--- src/bdq_pkg.sv ---
// ----------------------------------------------------------------------------
// bdq_pkg
// shared types, codes and defaults of the bounded double-ended queue
// ----------------------------------------------------------------------------
package bdq_pkg;

  localparam int CAPACITY_DEFAULT = 16;
  localparam int WORD_W           = 32;
  localparam int KIND_W           = 2;
  localparam int STATUS_W         = 2;

  typedef enum logic [KIND_W-1:0] {
    KIND_PUSH_FRONT = 2'd0,
    KIND_PUSH_BACK  = 2'd1,
    KIND_POP_FRONT  = 2'd2,
    KIND_POP_BACK   = 2'd3
  } kind_t;

  typedef enum logic [STATUS_W-1:0] {
    STATUS_DONE  = 2'd0,
    STATUS_FULL  = 2'd1,
    STATUS_EMPTY = 2'd2
  } status_t;

  // controller to datapath
  typedef struct packed {
    logic accept;
    logic load_pop;
  } bdq_cmd_t;

  // datapath to controller
  typedef struct packed {
    logic pop_ok;
  } bdq_stat_t;

endpackage

--- src/bdq_ram.sv ---
// ----------------------------------------------------------------------------
// bdq_ram
// generic single-write, single-read ram with registered read data
// ----------------------------------------------------------------------------
module bdq_ram #(
  parameter int WIDTH = 32,
  parameter int DEPTH = 16,
  parameter int AW    = (DEPTH > 1) ? $clog2(DEPTH) : 1
) (
  input  logic             clk,
  input  logic             we,
  input  logic [AW-1:0]    waddr,
  input  logic [WIDTH-1:0] wdata,
  input  logic [AW-1:0]    raddr,
  output logic [WIDTH-1:0] rdata
);

  logic [WIDTH-1:0] mem [DEPTH];

  always_ff @(posedge clk) begin
    if (we) begin
      mem[waddr] <= wdata;
    end
    rdata <= mem[raddr];
  end

endmodule

--- src/bdq_ctrl.sv ---
// ----------------------------------------------------------------------------
// bdq_ctrl
// sequencer: take a word, wait for the ram read on a pop, hold the result
// ----------------------------------------------------------------------------
module bdq_ctrl (
  input  logic              clk,
  input  logic              rst,
  input  logic              in_valid,
  output logic              in_ready,
  output logic              out_valid,
  input  logic              out_ready,
  input  bdq_pkg::bdq_stat_t stat,
  output bdq_pkg::bdq_cmd_t  cmd
);
  import bdq_pkg::*;

  typedef enum logic [1:0] {
    ST_IDLE,
    ST_READ,
    ST_OUT
  } state_t;

  state_t state;

  assign cmd.accept   = in_valid && in_ready;
  assign cmd.load_pop = (state == ST_READ);

  always_ff @(posedge clk) begin
    if (rst) begin
      state     <= ST_IDLE;
      in_ready  <= 1'b1;
      out_valid <= 1'b0;
    end else begin
      unique case (state)
        ST_IDLE: begin
          if (in_valid) begin
            in_ready <= 1'b0;
            if (stat.pop_ok) begin
              state <= ST_READ;
            end else begin
              state     <= ST_OUT;
              out_valid <= 1'b1;
            end
          end
        end
        ST_READ: begin
          state     <= ST_OUT;
          out_valid <= 1'b1;
        end
        ST_OUT: begin
          if (out_ready) begin
            state     <= ST_IDLE;
            out_valid <= 1'b0;
            in_ready  <= 1'b1;
          end
        end
        default: begin
          state <= ST_IDLE;
        end
      endcase
    end
  end

  a_no_overlap: assert property (@(posedge clk) disable iff (rst)
    !(in_ready && out_valid))
    else $error("input and output open at once");

endmodule

--- src/bdq_dp.sv ---
// ----------------------------------------------------------------------------
// bdq_dp
// datapath: front pointer, count, circular slot math, entry ram, result regs
// ----------------------------------------------------------------------------
module bdq_dp #(
  parameter int CAPACITY = bdq_pkg::CAPACITY_DEFAULT,
  parameter int IW       = (CAPACITY > 1) ? $clog2(CAPACITY) : 1,
  parameter int CW       = $clog2(CAPACITY + 1)
) (
  input  logic                              clk,
  input  logic                              rst,
  input  logic [bdq_pkg::KIND_W-1:0]        kind,
  input  logic signed [bdq_pkg::WORD_W-1:0] push_value,
  output logic signed [bdq_pkg::WORD_W-1:0] pop_value,
  output logic [bdq_pkg::STATUS_W-1:0]      status,
  output logic [CW-1:0]                     count,
  input  bdq_pkg::bdq_cmd_t                 cmd,
  output bdq_pkg::bdq_stat_t                stat
);
  import bdq_pkg::*;

  localparam int SW = CW + 1;

  logic [IW-1:0]     front;
  logic [IW-1:0]     front_next;
  logic [CW-1:0]     count_next;
  logic [IW-1:0]     front_dec;
  logic [IW-1:0]     front_inc;
  logic [SW-1:0]     back_sum;
  logic [SW-1:0]     last_sum;
  logic [IW-1:0]     back_slot;
  logic [IW-1:0]     last_slot;
  logic              full;
  logic              empty;
  logic              op_ok;
  logic              is_push;
  logic              we;
  logic [IW-1:0]     waddr;
  logic [IW-1:0]     raddr;
  logic [WORD_W-1:0] rdata;
  status_t           status_next;

  assign full  = (count == CW'(CAPACITY));
  assign empty = (count == '0);

  assign front_dec = (front == '0) ? IW'(CAPACITY - 1) : front - 1'b1;
  assign front_inc = (front == IW'(CAPACITY - 1)) ? '0 : front + 1'b1;

  // front + count stays below twice the capacity, one subtract wraps it
  assign back_sum  = SW'(front) + SW'(count);
  assign last_sum  = back_sum - 1'b1;
  assign back_slot = (back_sum >= SW'(CAPACITY)) ? IW'(back_sum - SW'(CAPACITY))
                                                 : IW'(back_sum);
  assign last_slot = (last_sum >= SW'(CAPACITY)) ? IW'(last_sum - SW'(CAPACITY))
                                                 : IW'(last_sum);

  always_comb begin
    front_next = front;
    count_next = count;
    waddr      = back_slot;
    raddr      = front;
    is_push    = 1'b0;
    op_ok      = 1'b0;
    unique case (kind_t'(kind))
      KIND_PUSH_FRONT: begin
        is_push    = 1'b1;
        op_ok      = !full;
        waddr      = front_dec;
        front_next = front_dec;
        count_next = count + 1'b1;
      end
      KIND_PUSH_BACK: begin
        is_push    = 1'b1;
        op_ok      = !full;
        waddr      = back_slot;
        count_next = count + 1'b1;
      end
      KIND_POP_FRONT: begin
        op_ok      = !empty;
        raddr      = front;
        front_next = front_inc;
        count_next = count - 1'b1;
      end
      KIND_POP_BACK: begin
        op_ok      = !empty;
        raddr      = last_slot;
        count_next = count - 1'b1;
      end
      default: begin
        op_ok = 1'b0;
      end
    endcase
    if (op_ok) begin
      status_next = STATUS_DONE;
    end else if (is_push) begin
      status_next = STATUS_FULL;
    end else begin
      status_next = STATUS_EMPTY;
    end
  end

  assign we          = cmd.accept && is_push && op_ok;
  assign stat.pop_ok = !is_push && op_ok;

  bdq_ram #(
    .WIDTH (WORD_W),
    .DEPTH (CAPACITY),
    .AW    (IW)
  ) u_ram (
    .clk   (clk),
    .we    (we),
    .waddr (waddr),
    .wdata (push_value),
    .raddr (raddr),
    .rdata (rdata)
  );

  always_ff @(posedge clk) begin
    if (rst) begin
      front <= '0;
      count <= '0;
    end else if (cmd.accept && op_ok) begin
      front <= front_next;
      count <= count_next;
    end
  end

  always_ff @(posedge clk) begin
    if (cmd.accept) begin
      status    <= status_next;
      pop_value <= '0;
    end else if (cmd.load_pop) begin
      pop_value <= signed'(rdata);
    end
  end

  a_count_bound: assert property (@(posedge clk) disable iff (rst)
    count <= CW'(CAPACITY))
    else $error("count beyond capacity");

  a_reject_holds: assert property (@(posedge clk) disable iff (rst)
    cmd.accept && !op_ok |=> $stable(count) && $stable(front))
    else $error("rejected word changed the queue");

  a_pop_read: assert property (@(posedge clk) disable iff (rst)
    cmd.accept && stat.pop_ok |=> cmd.load_pop)
    else $error("pop not followed by ram read");

endmodule

--- src/bounded_double_ended_queue_top.sv ---
// ----------------------------------------------------------------------------
// bounded_double_ended_queue_top
// bounded double-ended queue of signed 32-bit words
// ----------------------------------------------------------------------------
// input channel in_valid/in_ready carries one operation word: kind (push front,
// push back, pop front, pop back) and push_value. output channel
// out_valid/out_ready returns one result word per operation: pop_value, status
// (done, full, empty) and count after the operation.
// one operation at a time: a push or a rejected word shows its result in the
// cycle after acceptance; a pop first waits in state ST_READ for the registered
// entry ram read, then loads pop_value. in_ready rises again the cycle after
// the result is taken.
// while the receiver stalls the result is held and no new word is taken.
// reset empties the queue (front pointer and count to zero); the entry ram is
// not cleared, a pop only ever reads entries written by a push.
// ----------------------------------------------------------------------------
module bounded_double_ended_queue_top #(
  parameter int CAPACITY = bdq_pkg::CAPACITY_DEFAULT,
  parameter int CW       = $clog2(CAPACITY + 1)
) (
  input  logic                              clk,
  input  logic                              rst,
  input  logic                              in_valid,
  output logic                              in_ready,
  input  logic [bdq_pkg::KIND_W-1:0]        kind,
  input  logic signed [bdq_pkg::WORD_W-1:0] push_value,
  output logic                              out_valid,
  input  logic                              out_ready,
  output logic signed [bdq_pkg::WORD_W-1:0] pop_value,
  output logic [bdq_pkg::STATUS_W-1:0]      status,
  output logic [CW-1:0]                     count
);
  import bdq_pkg::*;

  bdq_cmd_t  cmd;
  bdq_stat_t stat;

  bdq_ctrl u_ctrl (
    .clk       (clk),
    .rst       (rst),
    .in_valid  (in_valid),
    .in_ready  (in_ready),
    .out_valid (out_valid),
    .out_ready (out_ready),
    .stat      (stat),
    .cmd       (cmd)
  );

  bdq_dp #(
    .CAPACITY (CAPACITY),
    .CW       (CW)
  ) u_dp (
    .clk        (clk),
    .rst        (rst),
    .kind       (kind),
    .push_value (push_value),
    .pop_value  (pop_value),
    .status     (status),
    .count      (count),
    .cmd        (cmd),
    .stat       (stat)
  );

endmodule

--- config.mk ---
export PLATFORM = sky130hd
export DESIGN_NAME = bounded_double_ended_queue_top
export DESIGN_NICKNAME = d
export VERILOG_FILES = /design/src/bdq_pkg.sv /design/src/bdq_ram.sv /design/src/bdq_ctrl.sv /design/src/bdq_dp.sv /design/src/bounded_double_ended_queue_top.sv
export SDC_FILE = /design/constraint.sdc
export NUM_CORES = 1
export LEC_CHECK = 0
export BUFFER_PORTS_ARGS = -buffer_cell sky130_fd_sc_hd__buf_2
export CAP_MARGIN = 20
export CORE_UTILIZATION = 55
export CTS_BUF_LIST = sky130_fd_sc_hd__clkbuf_4
export CTS_CLUSTER_DIAMETER = 150
export DETAILED_ROUTE_END_ITERATION = 12
export GPL_ROUTABILITY_DRIVEN = 0
export GPL_TIMING_DRIVEN = 0
export PLACE_DENSITY = 0.83
export SLEW_MARGIN = 10
export SYNTH_ARGS = -nofsm -noshare
export SYNTH_HDL_FRONTEND = slang
export SYNTH_SLANG_ARGS = --single-unit
--- constraint.sdc ---
create_clock -name clk -period 6.2 [get_ports clk]
set_input_delay 0.31 -clock clk [delete_from_list [all_inputs] [get_ports clk]]
set_output_delay 0.31 -clock clk [all_outputs]
set_load 0.01 [all_outputs]
# Yosys cells after proc, flatten, opt, wreduce, memory -nomap -nowiden
# Memories as Yosys holds them, arrays and structs flattened. A register that Yosys moved wholly into a read port is not among the register bits.
# Index checks and enable logic that the tools add are counted.
[totals]
ff_bits = 47
latch_bits = 0
ram_bits = 512
romBits = 0
input_bits = 38
out_inout_bits = 41
word_cells = 73
mem_count = 1
[mem_list]
columns = ["memory", "words", "width", "rd", "rd_clocked_by_memory_dff", "wr", "line", "rtl"]
rows = [
  ["u_dp.u_ram.mem", 16, 32, 1, 1, 1, "bdq_ram.sv:18", "logic [WIDTH-1:0] mem [DEPTH];"],
]
[classes]
n_addsub = 8
mul = 0
div = 0
n_lt_le_gt_ge = 2
eq_ne = 10
shift = 0
mux = 24
n_bitwise = 0
reduce_logical = 21
[ops]
columns = ["cell", "n"]
rows = [
  ["two-way mux 4 bit", 6],
  ["greater-or-equal comparator 6 x 5 -> 1 bit, second input constant", 2],
  ["subtractor 4 x 1 -> 4 bit, second input constant", 3],
  ["case mux 5 bit (2 select lines)", 1],
  ["two-way mux 1 bit", 8],
  ["two-way mux 2 bit", 4],
  ["case mux 4 bit (2 select lines)", 1],
  ["adder 4 x 5 -> 6 bit", 1],
  ["== test 2 bit, second input constant", 3],
  ["inequality test 2 bit, second input constant", 3],
  ["case mux 2 bit (3 select lines)", 1],
  ["subtractor 6 x 1 -> 6 bit, second input constant", 1],
  ["adder 5 x 1 -> 5 bit, second input constant", 1],
  ["== test 5 bit, second input constant", 1],
  ["logical AND 1 bit", 5],
  ["logical NOT 5 bit", 1],
  ["subtractor 5 x 1 -> 5 bit, second input constant", 1],
  ["adder 4 x 1 -> 4 bit, second input constant", 1],
  ["== test 2 x 1 -> 1 bit, second input constant", 2],
  ["== test 4 bit, second input constant", 1],
  ["logical NOT 2 bit", 2],
  ["logical NOT 4 bit", 1],
  ["case mux 1 bit (2 select lines)", 2],
  ["AND reduction 2 bit", 2],
  ["7 further kinds", 11],
]

# Depth between registers and ports, before layout
[depth]
ltp_word = 8
mapped_depth = 10
depth_no_buf = 8

# Cells and area by module
# Synthesis repeated with hierarchy kept, for this count alone.
[unflattened]
cells_unflattened = 1091
area_unflattened_um2 = 22130.0
[by_module_without_submodules]
columns = ["module", "instances", "cells_each", "area_per_inst_um2", "seq_area_each_um2"]
rows = [
  ["bdq_ram", 1, 838, 19835.3, 16015.4],
  ["bdq_dp", 1, 233, 2118.3, 880.8],
  ["bdq_ctrl", 1, 20, 176.4, 80.1],
]

# Least setup slack after synthesis
# Ideal clock, no wire load.
[synth_timing]
path_kind = "register to register"
start = "reg u_dp.count[1]"
end = "mem u_dp.u_ram.mem[2][0], enable pin"
setup_time_ns = 0.461
arrival_time_ns = 4.027
required_ns = 5.739
setup_slack_ns = 1.712
path_stages_with_launch = 8
n_path_buf = 0
synth_period_minus_slack_ns = 4.488
cell_sequence = "dfxtp_1 -> ha_1 -> a21o_1 -> a21oi_1 -> xnor2_1 -> xnor2_1 -> mux2_1 -> nor3_1"
[synth_via]
elab_chain_len = 6
elab_cells_between_ends = 13
classes_between = "add/sub: 2; order compare: 1; eq/ne: 1; mux: 5; reduce/logical: 4"
[synth_rtl]
columns = ["element", "line", "rtl"]
rows = [
  ["from (decl)", "bdq_dp.sv:16", "output logic [CW-1:0] count,"],
  ["from (signal assigned)", "bdq_dp.sv:124", "count <= count_next;"],
  ["branches (longest 6 deep; another with adder 4 x 5 -> 6 bit)", "n/a", ""],
  ["to (decl)", "bdq_ram.sv:18", ""],
]
# Several ways; the timed one is not identified.

# Final worst setup path
[layout_timing]
start = "reg u_dp.count[0]"
end = "reg u_dp.u_ram.rdata[2] (read register of u_dp.u_ram.mem)"
[layout_via]
elab_chain_len = 5
elab_cells_between_ends = 6
classes_between = "add/sub: 3; order compare: 1; mux: 2"
[layout_rtl]
columns = ["element", "line", "rtl"]
rows = [
  ["adder 4 x 5 -> 6 bit *", "bdq_dp.sv:50", "assign back_sum = SW'(front) + SW'(count);"],
  ["subtractor 6 x 1 -> 6 bit *", "bdq_dp.sv:51", "assign last_sum = back_sum - 1'b1;"],
  ["greater-or-equal comparator 6 x 5 -> 1 bit / subtractor 4 x 1 -> 4 bit (equally long branches)", "bdq_dp.sv:54", "assign last_slot = (last_sum >= SW'(CAPACITY)) ? IW'(last_sum - SW'(CAPACITY))"],
  ["two-way mux 4 bit *", "bdq_dp.sv:54", ""],
  ["two-way mux 4 bit *", "bdq_dp.sv:64", "unique case (kind_t'(kind))"],
  ["to (decl)", "bdq_ram.sv:15", "output logic [WIDTH-1:0] rdata"],
]
# Mark *: on every way between the ends. The rest lies on a longest branch, timed or not.
# A chain may end at the register's enable or synchronous reset.

==> results.yml <==
status:
  outcome: "completed"
floorplan:
  num_rows: 73
  die_width_um: 203
  dieHeight_um: 203
  core_area_um2: 39700
  dieArea_um2: 41100
  start_util: 0.558
  ioPinCount: 79
logic_synthesis:
  yosysMostFrequentCell: "edfxtp_1"
  syn-num-nets: 1087
  postSynthAreaPerCell_um2: 21.3
  netlist_area_um2: 22200
  syn_inst: 1038
  ys_seq_elements: 591
  synth-edff-count: 514
  ys_async_sr_fraction: 0
  synth_area_leaders: "edfxtp_1 70%, mux4_2 16%, dfxtp_1 7.0%"
  yosysTopAreaCell: "edfxtp_1"
  synth_commonest_cells: "514 x edfxtp_1, 160 x mux4_2, 78 x nand2_1, 77 x dfxtp_1, 50 x a21oi_1"
  synth_top_area_share: 0.697
  synth.distinct_cells: 41
  synth_flop_cell: "edfxtp_1"
  ys.warnings.count: 0
  yosysSeqAreaShare: 0.766
setup_path:
  cp_num_buf_inv: 3
  cp.depth: 10
  r2r_slack_ns: 2.25
  cp-start-kind: "flop"
  crit_chain: "ha_1 -> fa_1 -> inv_1 -> ha_1 -> nor2_1 -> a21oi_1 -> buf_2 -> clkbuf_1 -> mux4_2 -> mux4_2"
  cp_slowest_cell: "clkbuf_1"
  worstRegToRegCells: 10
  cp_data_required_time_ns: 6.87
  r2r-start: "u_dp.count[0]$_SDFFE_PP0P_"
  startpoint: "u_dp.count[0]$_SDFFE_PP0P_"
  critPathCapture: "u_dp.u_ram.rdata[2]$_DFF_P_"
  critical_path_class: "reg2reg"
  worst_setup_path_end_kind: "flop"
  crit_path_max_incr_delay_ns: 0.74
  worstPathMaxFanout: 10
  timing.critical_path.arrival_ns: 4.62
  timing.critical_path.max_delay_family: "buffers and inverters"
  r2r_end: "u_dp.u_ram.rdata[2]$_DFF_P_"
grt:
  grt_use_total: 0.251
  grt_pass1_wl_mm: 74.4
  met2_usage: 0.401
  grt_overflow: 0
  busiest_layer: "met2"
  met3_usage: 0.0682
  use_met1: 0.329
  grt_max_degree: 17
  grt_pass1_vias: 12460
  antenna_found_initial: 2
placement:
  portBuffers: 76
  hpwl_mm: 32.0
clock_tree:
  insertion_delay_ns: 0.84
  clk_pin_slew_ns: 0.07
  cts_root_buf: "clkbuf_4"
  clock_path_buffers: 3
  clkSinkCount: 591
  cts_tree: "done"
  cts_resized: 0
  post-cts-setup-buffers: 0
  numCtsBuffers: 144
  cts_hold_buf: 37
  htree_levels: 4
final_layout:
  area_growth_pct: 18.9
  nets: 1411
  multiInputGateArea_um2: 4950
  fin_util: 0.663
  drive_gt1_frac: 0.397
  fillers: 2519
  ff_latch_area_um2: 17000
timing:
  finalCritPeriodShare: 0.637
  skew_ns: 0.0570
  maxSlewHeadroom: 0.342
  fin_crit_ns: 3.95
  setup_violations: 0
  tightest_slew_ns: 0.960
  whs_ns: 0.131
  maxSlewViolCount: 0
  fmax_mhz: 253
  timing_hold_violations_final: 0
  rsz0062_at_grt: "false"
drt:
  drtAntennaViolNets: 0
  vias_per_cell: 5.90
  wirelength_mm: 49.4
  routedWlPerCell_um: 24.6
  drt-pass1-iter-count: 5
  first_iter_violations: 1248
  drc_errors: 0
  dr_total_vias: 11848
power_and_ir_drop:
  p_total_mw: 9.25
  power_density_nw_per_um2: 351
  ir_drop_mv: 0.174
  leakagePower_nw: 9.10
job:
  cap_violations: 0
worst_hold_path:
  min_path_type: "in2reg"
  min-delay-start: "kind[1]"
==> cell type report <==
class	instances	area share
inverter	9	0.00128
clock buffer	228	0.0650
clock inverter	37	0.0124
sequential	591	0.644
timing repair buffer	178	0.0532
multi-input combinational	389	0.188
tap	525	0.0249
antenna	2	0.000190
buffer	49	0.0106
==> worst reg2reg max path, delay by kind of cell (launching register included) <==
kind	cells	cell delay, ns
AO/OA/AOI/OAI	1	0.13
adder cells (fa/ha/maj)	3	1.14
buffers and inverters	3	1.18
flip-flops	1	0.38
multiplexers	2	0.93
AND/OR/NAND/NOR	1	0.05
==> report_power, final <==
part	internal (mW)	switching [mW]	total, mW
Sequential	4.50	0.0758	4.57
Combinational	0.572	0.626	1.20
Clock	1.93	1.55	3.47
Total	7.00	2.25	9.25
==> logic make-up after synthesis <==
kind of cell,after synthesis,share of synthesized area
and+or+nand+nor,129,0.0249
adders and majority gates,11,0.00689
AOI/OAI and AO/OA,72,0.0178
buffers and inverters,58,0.0141
muxes,166,0.165
xor gates and xnor gates,11,0.00469
DFF,591,0.766
==> how the worst min path moves through the flow <==
stage	slack, ns	cells after the start	endpoint
5_1_grt	0.12	5	u_dp.front[0]$_SDFFE_PP0P_
3_5_place_dp	0.43	2	u_dp.pop_value[6]$_SDFFE_PP0P_
2_1_floorplan	0.39	1	u_ctrl.state[0]$_SDFFE_PP0P_
3_3_place_gp	0.42	2	u_dp.pop_value[8]$_SDFFE_PP0P_
6_report	0.13	5	u_dp.front[0]$_SDFFE_PP0P_
4_1_cts	0.06	5	u_dp.front[0]$_SDFFE_PP0P_
==> registers in the layout, indices dropped and copies added, names as in the netlist <==
signal and count:
u_ctrl.out_valid 1, u_ctrl.in_ready 1, u_dp.count 5, u_dp.u_ram.rdata 32, u_dp.front 4, u_dp.u_ram.mem 512, u_dp.pop_value 32, u_ctrl.state 2
u_dp.status 2
==> stage by stage <==
step	setup WS [ns]	std cells	area [um2]	TNS [ns]
global placement	-0.961	1639	23200	-413.45
detailed placement	2.30	1704	23900	0
finish	2.25	2008	26300	0
floorplan	1.71	1038	22200	0
global route	2.14	2008	26300	0
CTS	2.29	2006	26300	0
==> cell usage in the layout, fill, tap and decap left out, types with 3 or more instances in the layout <==
cell type,count
a21o_1,3
a21oi_1,50
buf_1,4
buf_2,83
buf_4,31
buf_6,47
bufinv_16,6
clkbuf_1,23
clkbuf_4,228
clkinv_1,21
clkinv_2,4
clkinv_4,3
clkinvlp_4,3
dfxtp_1,77
dlygate4sd3_1,37
edfxtp_1,514
ha_1,9
inv_1,8
mux2i_1,4
mux4_2,160
nand2_1,78
nand2b_1,3
nor2_1,18
nor3_2,16
nor3b_1,3
o21ai_0,6
xnor2_1,8
==> per-layer routing <==
metal / vias up / wire length, um
met4: 0 / 1270
met3: 90 / 4690
met2: 728 / 24700
met1: 6008 / 18800
li1: 5022 / -
met5: - / 0
No activity file was read; power rests on OpenSTA's default activity.
